<file path="src/design/rpd_pkg.sv">
// Shared types and constants for the block-adaptive Rice pixel decoder.
package rpd_pkg;

    localparam int MAX_BLOCK_SIZE_DEF = 16;
    localparam int CODE_W             = 3;
    localparam int SPLIT_MAX          = 5;
    localparam int RAW_W              = 8;

    localparam logic [15:0] PIXEL_COUNT_RST = 16'd4096;
    localparam logic [4:0]  BLOCK_SIZE_RST  = 5'd16;

    localparam logic [7:0] CFG_PIXEL_COUNT = 8'd0;
    localparam logic [7:0] CFG_BLOCK_SIZE  = 8'd1;

    localparam logic [2:0] CODE_REPEAT = 3'd0;
    localparam logic [2:0] CODE_RAW    = 3'd7;

    typedef enum logic [1:0] {
        ST_OK    = 2'd0,
        ST_TRUNC = 2'd1,
        ST_TRAIL = 2'd2
    } status_t;

    typedef enum logic [2:0] {
        PH_FIRST = 3'd0,
        PH_CODE  = 3'd1,
        PH_RUN   = 3'd2,
        PH_LOW   = 3'd3,
        PH_RAW   = 3'd4,
        PH_DONE  = 3'd5,
        PH_FILL  = 3'd6
    } phase_t;

    typedef enum logic [1:0] {
        SEQ_IDLE   = 2'd0,
        SEQ_RUN    = 2'd1,
        SEQ_STATUS = 2'd2,
        SEQ_FLUSH  = 2'd3
    } seq_t;

    typedef struct packed {
        logic [15:0] bits;
        logic [3:0]  pend;
        logic [3:0]  width;
    } take_req_t;

    typedef struct packed {
        logic [7:0]  val;
        logic [15:0] bits;
        logic [3:0]  pend;
    } take_rsp_t;

endpackage

</file>
<file path="src/design/rpd_bitunit.sv">
// Shared bit extractor: pulls the top bits of the pending stream window.
module rpd_bitunit
    import rpd_pkg::*;
(
    input  take_req_t req,
    output take_rsp_t rsp
);

    logic [3:0]  width_eff;
    logic [3:0]  remain;
    logic [15:0] shifted;
    logic [15:0] val_mask;
    logic [15:0] keep_mask;

    always_comb begin
        width_eff = (req.width > req.pend) ? req.pend : req.width;
        remain    = req.pend - width_eff;
        shifted   = req.bits >> remain;
        val_mask  = (16'd1 << width_eff) - 16'd1;
        keep_mask = (16'd1 << remain) - 16'd1;
        rsp.val   = 8'(shifted & val_mask);
        rsp.bits  = req.bits & keep_mask;
        rsp.pend  = remain;
    end

endmodule

</file>
<file path="src/design/rice_pixel_decoder_8bit.sv">
// Top level of the block-adaptive Rice pixel decoder, one stream byte per item.
//
//  channel | direction | handshake                 | payload
//  s_      | in        | s_tvalid / s_tready       | tdata code_byte, tlast last_byte
//  m_      | out       | m_tvalid / m_tready       | tdata pixel, status; tuser; tlast
//  cfg_    | in        | cfg_valid / cfg_ready     | cfg_index, cfg_data
//
//  A coded byte is decoded in steps: each code field, each unary run bit including the
//  stop bit, each low or raw field and each pixel of a repeat block; a first byte or a
//  byte after the final pixel skips to status. All work runs through one bit extractor.
//  A result waits in a hold register until the next one shows whether it is last.
//  The sequencer stalls on a new result while hold and output register are full and m_tready is low.
//  aresetn is synchronous; it restores the register defaults and the decoder.
module rice_pixel_decoder_8bit
    import rpd_pkg::*;
#(
    parameter int MAX_BLOCK_SIZE = MAX_BLOCK_SIZE_DEF
) (
    input  logic        aclk,
    input  logic        aresetn,

    input  logic        s_tvalid,
    output logic        s_tready,
    input  logic [7:0]  s_tdata,    // [7:0] code_byte
    input  logic        s_tlast,    // last_byte

    output logic        m_tvalid,
    input  logic        m_tready,
    output logic [15:0] m_tdata,    // [7:0] pixel, [9:8] status, [15:10] zero
    output logic        m_tuser,    // pixel_valid
    output logic        m_tlast,    // last_result

    input  logic        cfg_valid,
    output logic        cfg_ready,
    input  logic [7:0]  cfg_index,
    input  logic [15:0] cfg_data
);

    localparam int POS_W = $clog2(MAX_BLOCK_SIZE + 1);

    logic [15:0] pixel_count_reg;
    logic [4:0]  block_size_reg;

    seq_t        seq_reg, seq_next;
    phase_t      phase_reg, phase_next;
    logic [15:0] bits_reg, bits_next;
    logic [3:0]  pend_reg, pend_next;
    logic [7:0]  run_reg, run_next;
    logic [7:0]  prev_reg, prev_next;
    logic [15:0] count_reg, count_next;
    logic [POS_W-1:0] pos_reg, pos_next;
    logic [2:0]  split_reg, split_next;
    logic        is_last_reg, is_last_next;
    logic        done_before_reg, done_before_next;

    logic        hold_valid_reg, hold_valid_next;
    logic [7:0]  hold_pixel_reg, hold_pixel_next;
    logic        hold_pv_reg, hold_pv_next;
    status_t     hold_st_reg, hold_st_next;

    logic        m_valid_reg, m_valid_next;
    logic [7:0]  m_pixel_reg, m_pixel_next;
    logic        m_pv_reg, m_pv_next;
    status_t     m_st_reg, m_st_next;
    logic        m_last_reg, m_last_next;

    take_req_t   take_req;
    take_rsp_t   take_rsp;

    logic        s_accept;
    logic        out_free;
    logic        stop;
    logic        take_go;
    logic        emit;
    logic [7:0]  emit_val;
    logic [2:0]  low_split;
    logic [7:0]  delta;
    logic [15:0] count_limit;
    logic [4:0]  block_limit;
    logic [15:0] count_inc;
    logic [4:0]  pos_inc;
    logic        prod;
    logic [7:0]  prod_pixel;
    logic        prod_pv;
    status_t     prod_st;
    logic        stall;

    rpd_bitunit u_bitunit (
        .req (take_req),
        .rsp (take_rsp)
    );

    assign s_tready  = (seq_reg == SEQ_IDLE);
    assign s_accept  = s_tvalid && s_tready;
    assign cfg_ready = 1'b1;
    assign out_free  = !m_valid_reg || m_tready;

    assign m_tvalid = m_valid_reg;
    assign m_tdata  = {6'd0, m_st_reg, m_pixel_reg};
    assign m_tuser  = m_pv_reg;
    assign m_tlast  = m_last_reg;

    always_comb begin
        count_limit = (pixel_count_reg == 16'd0) ? 16'd1 : pixel_count_reg;
        if (block_size_reg == 5'd0) begin
            block_limit = 5'd1;
        end else if (block_size_reg > 5'(MAX_BLOCK_SIZE)) begin
            block_limit = 5'(MAX_BLOCK_SIZE);
        end else begin
            block_limit = block_size_reg;
        end
        count_inc = count_reg + 16'd1;
        pos_inc   = 5'(pos_reg) + 5'd1;
        low_split = (split_reg == CODE_REPEAT || split_reg == CODE_RAW)
                    ? 3'(SPLIT_MAX) : split_reg - 3'd1;
    end

    // decode step: pick the field width for the bit extractor
    always_comb begin
        stop     = 1'b0;
        take_go  = 1'b0;
        emit     = 1'b0;
        emit_val = 8'd0;
        take_req.bits  = bits_reg;
        take_req.pend  = pend_reg;
        take_req.width = 4'd0;
        unique case (phase_reg)
            PH_CODE: begin
                if (pend_reg < 4'(CODE_W)) begin
                    stop = 1'b1;
                end else begin
                    take_req.width = 4'(CODE_W);
                    take_go        = 1'b1;
                end
            end
            PH_FILL: begin
                emit = 1'b1;
            end
            PH_RUN: begin
                if (pend_reg == 4'd0) begin
                    stop = 1'b1;
                end else begin
                    take_req.width = 4'd1;
                    take_go        = 1'b1;
                end
            end
            PH_LOW: begin
                if (pend_reg < 4'(low_split)) begin
                    stop = 1'b1;
                end else begin
                    take_req.width = 4'(low_split);
                    take_go        = 1'b1;
                    emit           = 1'b1;
                    emit_val       = (run_reg << low_split) + take_rsp.val;
                end
            end
            PH_RAW: begin
                if (pend_reg < 4'(RAW_W)) begin
                    stop = 1'b1;
                end else begin
                    take_req.width = 4'(RAW_W);
                    take_go        = 1'b1;
                    emit           = 1'b1;
                    emit_val       = take_rsp.val;
                end
            end
            default: begin
                stop = 1'b1;
            end
        endcase
        delta = emit_val[0] ? {1'b1, ~emit_val[7:1]} : {1'b0, emit_val[7:1]};
    end

    always_comb begin
        prod       = 1'b0;
        prod_pixel = 8'd0;
        prod_pv    = 1'b0;
        prod_st    = ST_OK;
        if (seq_reg == SEQ_RUN && emit) begin
            prod       = 1'b1;
            prod_pixel = prev_reg + delta;
            prod_pv    = 1'b1;
        end else if (seq_reg == SEQ_STATUS && is_last_reg) begin
            prod = 1'b1;
            if (done_before_reg) begin
                prod_st = ST_TRAIL;
            end else if (phase_reg == PH_DONE) begin
                prod_st = ST_OK;
            end else begin
                prod_st = ST_TRUNC;
            end
        end
        stall = prod && hold_valid_reg && !out_free;
    end

    // sequencer next state
    always_comb begin
        seq_next = seq_reg;
        unique case (seq_reg)
            SEQ_IDLE: begin
                if (s_accept) begin
                    seq_next = (phase_reg == PH_FIRST || phase_reg == PH_DONE)
                               ? SEQ_STATUS : SEQ_RUN;
                end
            end
            SEQ_RUN: begin
                if (!stall && stop) begin
                    seq_next = SEQ_STATUS;
                end
            end
            SEQ_STATUS: begin
                if (!stall) begin
                    seq_next = SEQ_FLUSH;
                end
            end
            SEQ_FLUSH: begin
                if (!hold_valid_reg || out_free) begin
                    seq_next = SEQ_IDLE;
                end
            end
            default: begin
                seq_next = SEQ_IDLE;
            end
        endcase
    end

    // decoder state and result path
    always_comb begin
        phase_next       = phase_reg;
        bits_next        = bits_reg;
        pend_next        = pend_reg;
        run_next         = run_reg;
        prev_next        = prev_reg;
        count_next       = count_reg;
        pos_next         = pos_reg;
        split_next       = split_reg;
        is_last_next     = is_last_reg;
        done_before_next = done_before_reg;
        hold_valid_next  = hold_valid_reg;
        hold_pixel_next  = hold_pixel_reg;
        hold_pv_next     = hold_pv_reg;
        hold_st_next     = hold_st_reg;
        m_valid_next     = m_valid_reg && !m_tready;
        m_pixel_next     = m_pixel_reg;
        m_pv_next        = m_pv_reg;
        m_st_next        = m_st_reg;
        m_last_next      = m_last_reg;

        if (s_accept) begin
            is_last_next     = s_tlast;
            done_before_next = (phase_reg == PH_DONE);
            if (phase_reg == PH_FIRST) begin
                prev_next  = s_tdata;
                count_next = 16'd0;
                pos_next   = '0;
                bits_next  = 16'd0;
                pend_next  = 4'd0;
                phase_next = PH_CODE;
            end else if (phase_reg != PH_DONE) begin
                pend_next = {1'b1, pend_reg[2:0]};
                bits_next = {bits_reg[7:0], s_tdata};
            end
        end

        if (seq_reg == SEQ_RUN && !stall && !stop) begin
            if (take_go) begin
                bits_next = take_rsp.bits;
                pend_next = take_rsp.pend;
            end
            unique case (phase_reg)
                PH_CODE: begin
                    split_next = take_rsp.val[2:0];
                    if (take_rsp.val[2:0] == CODE_REPEAT) begin
                        phase_next = PH_FILL;
                    end else if (take_rsp.val[2:0] == CODE_RAW) begin
                        phase_next = PH_RAW;
                    end else begin
                        run_next   = 8'd0;
                        phase_next = PH_RUN;
                    end
                end
                PH_RUN: begin
                    if (take_rsp.val[0]) begin
                        phase_next = PH_LOW;
                    end else begin
                        run_next = run_reg + 8'd1;
                    end
                end
                PH_LOW: begin
                    run_next   = 8'd0;
                    phase_next = PH_RUN;
                end
                default: begin
                end
            endcase
            if (emit) begin
                prev_next  = prod_pixel;
                count_next = count_inc;
                pos_next   = POS_W'(pos_inc);
                if (count_inc >= count_limit) begin
                    phase_next = PH_DONE;
                end else if (pos_inc >= block_limit) begin
                    pos_next   = '0;
                    phase_next = PH_CODE;
                end
            end
        end

        if (seq_reg == SEQ_STATUS && is_last_reg && !stall) begin
            phase_next = PH_FIRST;
            bits_next  = 16'd0;
            pend_next  = 4'd0;
            run_next   = 8'd0;
            prev_next  = 8'd0;
            count_next = 16'd0;
            pos_next   = '0;
            split_next = 3'd0;
        end

        if (prod && !stall) begin
            if (hold_valid_reg) begin
                m_valid_next = 1'b1;
                m_pixel_next = hold_pixel_reg;
                m_pv_next    = hold_pv_reg;
                m_st_next    = hold_st_reg;
                m_last_next  = 1'b0;
            end
            hold_valid_next = 1'b1;
            hold_pixel_next = prod_pixel;
            hold_pv_next    = prod_pv;
            hold_st_next    = prod_st;
        end

        if (seq_reg == SEQ_FLUSH && hold_valid_reg && out_free) begin
            m_valid_next    = 1'b1;
            m_pixel_next    = hold_pixel_reg;
            m_pv_next       = hold_pv_reg;
            m_st_next       = hold_st_reg;
            m_last_next     = 1'b1;
            hold_valid_next = 1'b0;
        end
    end

    always_ff @(posedge aclk) begin
        if (!aresetn) begin
            pixel_count_reg <= PIXEL_COUNT_RST;
            block_size_reg  <= BLOCK_SIZE_RST;
        end else if (cfg_valid && cfg_ready) begin
            if (cfg_index == CFG_PIXEL_COUNT) begin
                pixel_count_reg <= cfg_data;
            end else if (cfg_index == CFG_BLOCK_SIZE) begin
                block_size_reg <= cfg_data[4:0];
            end
        end
    end

    always_ff @(posedge aclk) begin
        if (!aresetn) begin
            seq_reg         <= SEQ_IDLE;
            phase_reg       <= PH_FIRST;
            bits_reg        <= 16'd0;
            pend_reg        <= 4'd0;
            run_reg         <= 8'd0;
            prev_reg        <= 8'd0;
            count_reg       <= 16'd0;
            pos_reg         <= '0;
            split_reg       <= 3'd0;
            is_last_reg     <= 1'b0;
            done_before_reg <= 1'b0;
            hold_valid_reg  <= 1'b0;
            m_valid_reg     <= 1'b0;
        end else begin
            seq_reg         <= seq_next;
            phase_reg       <= phase_next;
            bits_reg        <= bits_next;
            pend_reg        <= pend_next;
            run_reg         <= run_next;
            prev_reg        <= prev_next;
            count_reg       <= count_next;
            pos_reg         <= pos_next;
            split_reg       <= split_next;
            is_last_reg     <= is_last_next;
            done_before_reg <= done_before_next;
            hold_valid_reg  <= hold_valid_next;
            m_valid_reg     <= m_valid_next;
        end
    end

    always_ff @(posedge aclk) begin
        hold_pixel_reg <= hold_pixel_next;
        hold_pv_reg    <= hold_pv_next;
        hold_st_reg    <= hold_st_next;
        m_pixel_reg    <= m_pixel_next;
        m_pv_reg       <= m_pv_next;
        m_st_reg       <= m_st_next;
        m_last_reg     <= m_last_next;
    end

    a_ready_hold_empty: assert property (@(posedge aclk) disable iff (!aresetn)
        s_tready |-> !hold_valid_reg)
        else $error("input ready with a result still held");

    a_accept_leaves_idle: assert property (@(posedge aclk) disable iff (!aresetn)
        s_accept |=> seq_reg != SEQ_IDLE)
        else $error("sequencer idle after accepting an item");

    a_status_is_last: assert property (@(posedge aclk) disable iff (!aresetn)
        (m_valid_reg && !m_pv_reg) |-> m_last_reg)
        else $error("status result not marked last");

    a_fill_in_run: assert property (@(posedge aclk) disable iff (!aresetn)
        (phase_reg == PH_FILL) |-> (seq_reg == SEQ_RUN))
        else $error("repeat block pending outside decode run");

endmodule

</file>
<file path="config.mk">
export PLATFORM = sky130hd
export DESIGN_NAME = rice_pixel_decoder_8bit
export DESIGN_NICKNAME = d
export VERILOG_FILES = /design/src/design/rpd_pkg.sv /design/src/design/rpd_bitunit.sv /design/src/design/rice_pixel_decoder_8bit.sv
export SDC_FILE = /design/constraint.sdc
export NUM_CORES = 1
export LEC_CHECK = 0
export BUFFER_PORTS_ARGS = -buffer_cell sky130_fd_sc_hd__clkbuf_2
export CAP_MARGIN = 20
export CELL_PAD_IN_SITES_DETAIL_PLACEMENT = 0
export CELL_PAD_IN_SITES_GLOBAL_PLACEMENT = 1
export CORE_MARGIN = 4
export CORE_UTILIZATION = 50
export CTS_CLUSTER_DIAMETER = 30
export CTS_CLUSTER_SIZE = 8
export DETAILED_ROUTE_END_ITERATION = 16
export PLACE_DENSITY_LB_ADDON = 0.1
export SLEW_MARGIN = 5
export SYNTH_ARGS = -nofsm -noshare
export SYNTH_HDL_FRONTEND = slang
export SYNTH_HIERARCHICAL = 1
export SYNTH_SLANG_ARGS = --single-unit
</file>
<file path="constraint.sdc">
create_clock -name aclk -period 22.6 [get_ports aclk]
set_input_delay 1.13 -clock aclk [delete_from_list [all_inputs] [get_ports aclk]]
set_output_delay 1.13 -clock aclk [all_outputs]
set_load 0.03 [all_outputs]
</file>
==> flow_metrics.env <==
export IMPL_core_area_mm2=0.0161
export IMPL_syn_inst=1028
export IMPL_synth_edf_count=22
export IMPL_grt_pass1_vias=6834
export IMPL_multi_input_area_mm2=0.00538
export IMPL_ios=59
export IMPL_synth_avg_cell_area_um2=8.09
export IMPL_wl_um=21800
export IMPL_fin_setup_tns_ps=0
export IMPL_power_frac_comb_pct=26.9
export IMPL_clk_pin_slew_ps=60
export IMPL_route_met3_wl_um=1220
export IMPL_p_sw_uw=233
export IMPL_grt_max_degree=54
export IMPL_tightestPinTransition_ps=1100
export IMPL_layout_common_cells="dfxtp_1, a21oi_1, nand2_1, nor2_1, ha_1"
export IMPL_final_setup_viol_count=0
export IMPL_fin_crit_sh_pct=46.6
export IMPL_ys_warn_count=6
export IMPL_cap_violations=0
export IMPL_max_vdd_ir_drop_mv=0.0543
export IMPL_grt_pass1_wl_um=35300
export IMPL_seqPwrFrac_pct=34.3
export IMPL_required_ps=22760
export IMPL_antenna_left=0
export IMPL_fp_row_count=46
export IMPL_cts_resized=0
export IMPL_initial_core_util_pct=51.6
export IMPL_finalClockSkew_ps=10.7
export IMPL_die_h_um=137
export IMPL_dr_wl_met2_um=9850
export IMPL_clk_latency_ps=420
export IMPL_diodes=0
export IMPL_ys_seq_elements=113
export IMPL_viasPerCell=5.85
export IMPL_crit_path_end_kind="flip-flop"
export IMPL_grt_usage_pct=23.6
export IMPL_wl_met1_um=10300
export IMPL_die_area_mm2=0.0188
export IMPL_max_freq_mhz=95.0
export IMPL_yosysSeqAreaShare_pct=29.8
export IMPL_port_buffers=51
export IMPL_netlist_area_mm2=0.00832
export IMPL_clockBufferDepth=2
export IMPL_worstSetupStartpointType="flip-flop"
export IMPL_clockPowerShare_pct=38.8
export IMPL_final_common_cell="dfxtp_1"
export IMPL_cts_buffers=17
export IMPL_layout_min_cycle_time_ps=10530
export IMPL_grt_ovfl_total=0
export IMPL_drtPass1Iterations=6
export IMPL_status="finished, final reports clean"
export IMPL_r2r_cells=40
export IMPL_async_flop_share_pct=0
export IMPL_gp_congestion=0.881
export IMPL_area_delta_synth_final_pct=10.4
export IMPL_worst_ep_arrival_time_ps=10680
export IMPL_die_w_um=137
export IMPL_hold_depth=0
export IMPL_final_seq_area_mm2=0.00248
export IMPL_antenna_found_initial=0
export IMPL_worst_path_buf_inv=6
export IMPL_nets=1141
export IMPL_pre_cts_slack_ps=12310
export IMPL_cts_hold_buf=0
export IMPL_hpwlAfterDp_um=15600
export IMPL_netSwitchingFraction_pct=35.4
export IMPL_power_density_mw_per_mm2=71.6
export IMPL_cts_sinks=113
export IMPL_drc=0
export IMPL_drive_gt1_share_pct=11.8
export IMPL_hp_class="reg -> reg"
export IMPL_finalHoldViolCount=0
export IMPL_ys_flop_type="dfxtp_1"
export IMPL_synth_distinct_cells=80
export IMPL_max_stage_delay_ps=710
export IMPL_final_fill_count=1566
export IMPL_critical_path_class="reg -> reg"
export IMPL_crit_path_frequent_cell="ha_1"
export IMPL_post_cts_setup_buffers=0
export IMPL_grt_setup_unrepaired="no"
export IMPL_drv_slew=0
export IMPL_cts_tree="done"
export IMPL_path_depth=40
export IMPL_internal_power_uw=425
export IMPL_worst_path_max_delay_cell="a311oi_1"
export IMPL_r2r_slack_ps=12070
export IMPL_num_vias=7462
export IMPL_relSlewSlack_pct=26.7
export IMPL_power_leakage_uw=0.00373
export IMPL_worst_slack_ps=12070
export IMPL_path_delay_family="compound AO/OA/AOI/OAI gates"
export IMPL_post_drt_wl_per_cell_um=17.1
export IMPL_htreeDepth=4
export IMPL_root_buffer="clkbuf_16"
export IMPL_first_iter_violations=694
export IMPL_cp_max_fo=27
export IMPL_routed_top_layer="met4"
## kinds of logic after synthesis
| kind of cell | synth area share, % |
|---|---|
| AND/OR/NAND/NOR | 22.0 |
| AO/OA/AOI/OAI | 22.3 |
| buffers and inverters | 5.94 |
| flip-flops | 29.8 |
| adder cells (fa/ha/maj) | 8.84 |
| multiplexers | 7.40 |
| XOR/XNOR | 3.58 |
| other | 0.135 |
## power groups by stage
stage	logic [µW]	registers [µW]	clock network [µW]
after floorplan	138	226	0
after global placement	173	229	0
after detailed placement	172	230	0
after CTS	174	225	260
after global routing	194	227	270
final	177	226	255
## worst reg2reg max path, delay by kind of cell, from the launching register on
kind            cells  cell delay (ps)
simple gates        8             2200
mux                 2              700
fa+ha+maj           7             2100
buf+inv             6              850
flops               1              540
compound gates     14             3290
xor+xnor            3              580
## stage by stage
step / cells / area, µm² / util (%) / power [µW] / hold WS [ps]
3_3_place_gp: 1242 / 8620 / 53.5 / 402 / 401
4_1_cts: 1274 / 9180 / 57.0 / 659 / 419
6_report: 1275 / 9190 / 57.0 / 658 / 417
3_5_place_dp: 1242 / 8620 / 53.5 / 401 / 406
5_1_grt: 1275 / 9190 / 57.0 / 691 / 423
2_1_floorplan: 1033 / 8340 / - / 364 / 400
## final timing paths
path,from,endpoint
max reg2reg,split_reg[0],hold_pixel_reg[7]
min,hold_pixel_reg[3],m_pixel_reg[3]
max,split_reg[0],hold_pixel_reg[7]
min reg2reg,hold_pixel_reg[3],m_pixel_reg[3]
## per-layer routing
layer | up-vias | global-route usage [%]
met1 | 3482 | 33.3
met3 | 24 | 4.49
met5 | - | 0
li1 | 3733 | -
met2 | 223 | 36.8
met4 | 0 | 6.65
## area by class of cell
| class | count | share of cell area [%] |
|---|---|---|
| clock buffers | 17 | 4.63 |
| multi-input cells | 806 | 58.6 |
| clock inverters | 15 | 1.47 |
| flip-flops and latches | 113 | 27.0 |
| inverters | 50 | 2.04 |
| well taps | 216 | 2.94 |
| repair buffers | 58 | 3.32 |
## synth_stat cells, types with 8 or more instances
cell type	number	area, µm²
nor2_1	87	327
a211oi_1	25	188
nor3_1	17	85.1
mux2_2	8	90.1
buf_4	9	67.6
a21oi_1	89	445
edfxtp_1	22	661
o21ai_1	11	55.1
clkbuf_1	42	158
nand2b_1	9	56.3
o21a_1	14	105
mux2i_1	42	420
nand3b_1	10	75.1
dfxtp_1	91	1820
inv_1	45	169
nand2_1	88	330
o21ai_0	45	225
or3_1	12	75.1
nand4_1	10	62.6
a22oi_1	8	60.1
xnor2_1	16	140
xor2_1	18	158
and2_1	10	62.6
buf_2	8	40.0
nor2b_1	31	194
ha_1	54	676
o211ai_1	15	113
nand3_1	42	210
a21o_1	18	135
and3_1	29	181
Power figures use the tool's default switching activity.
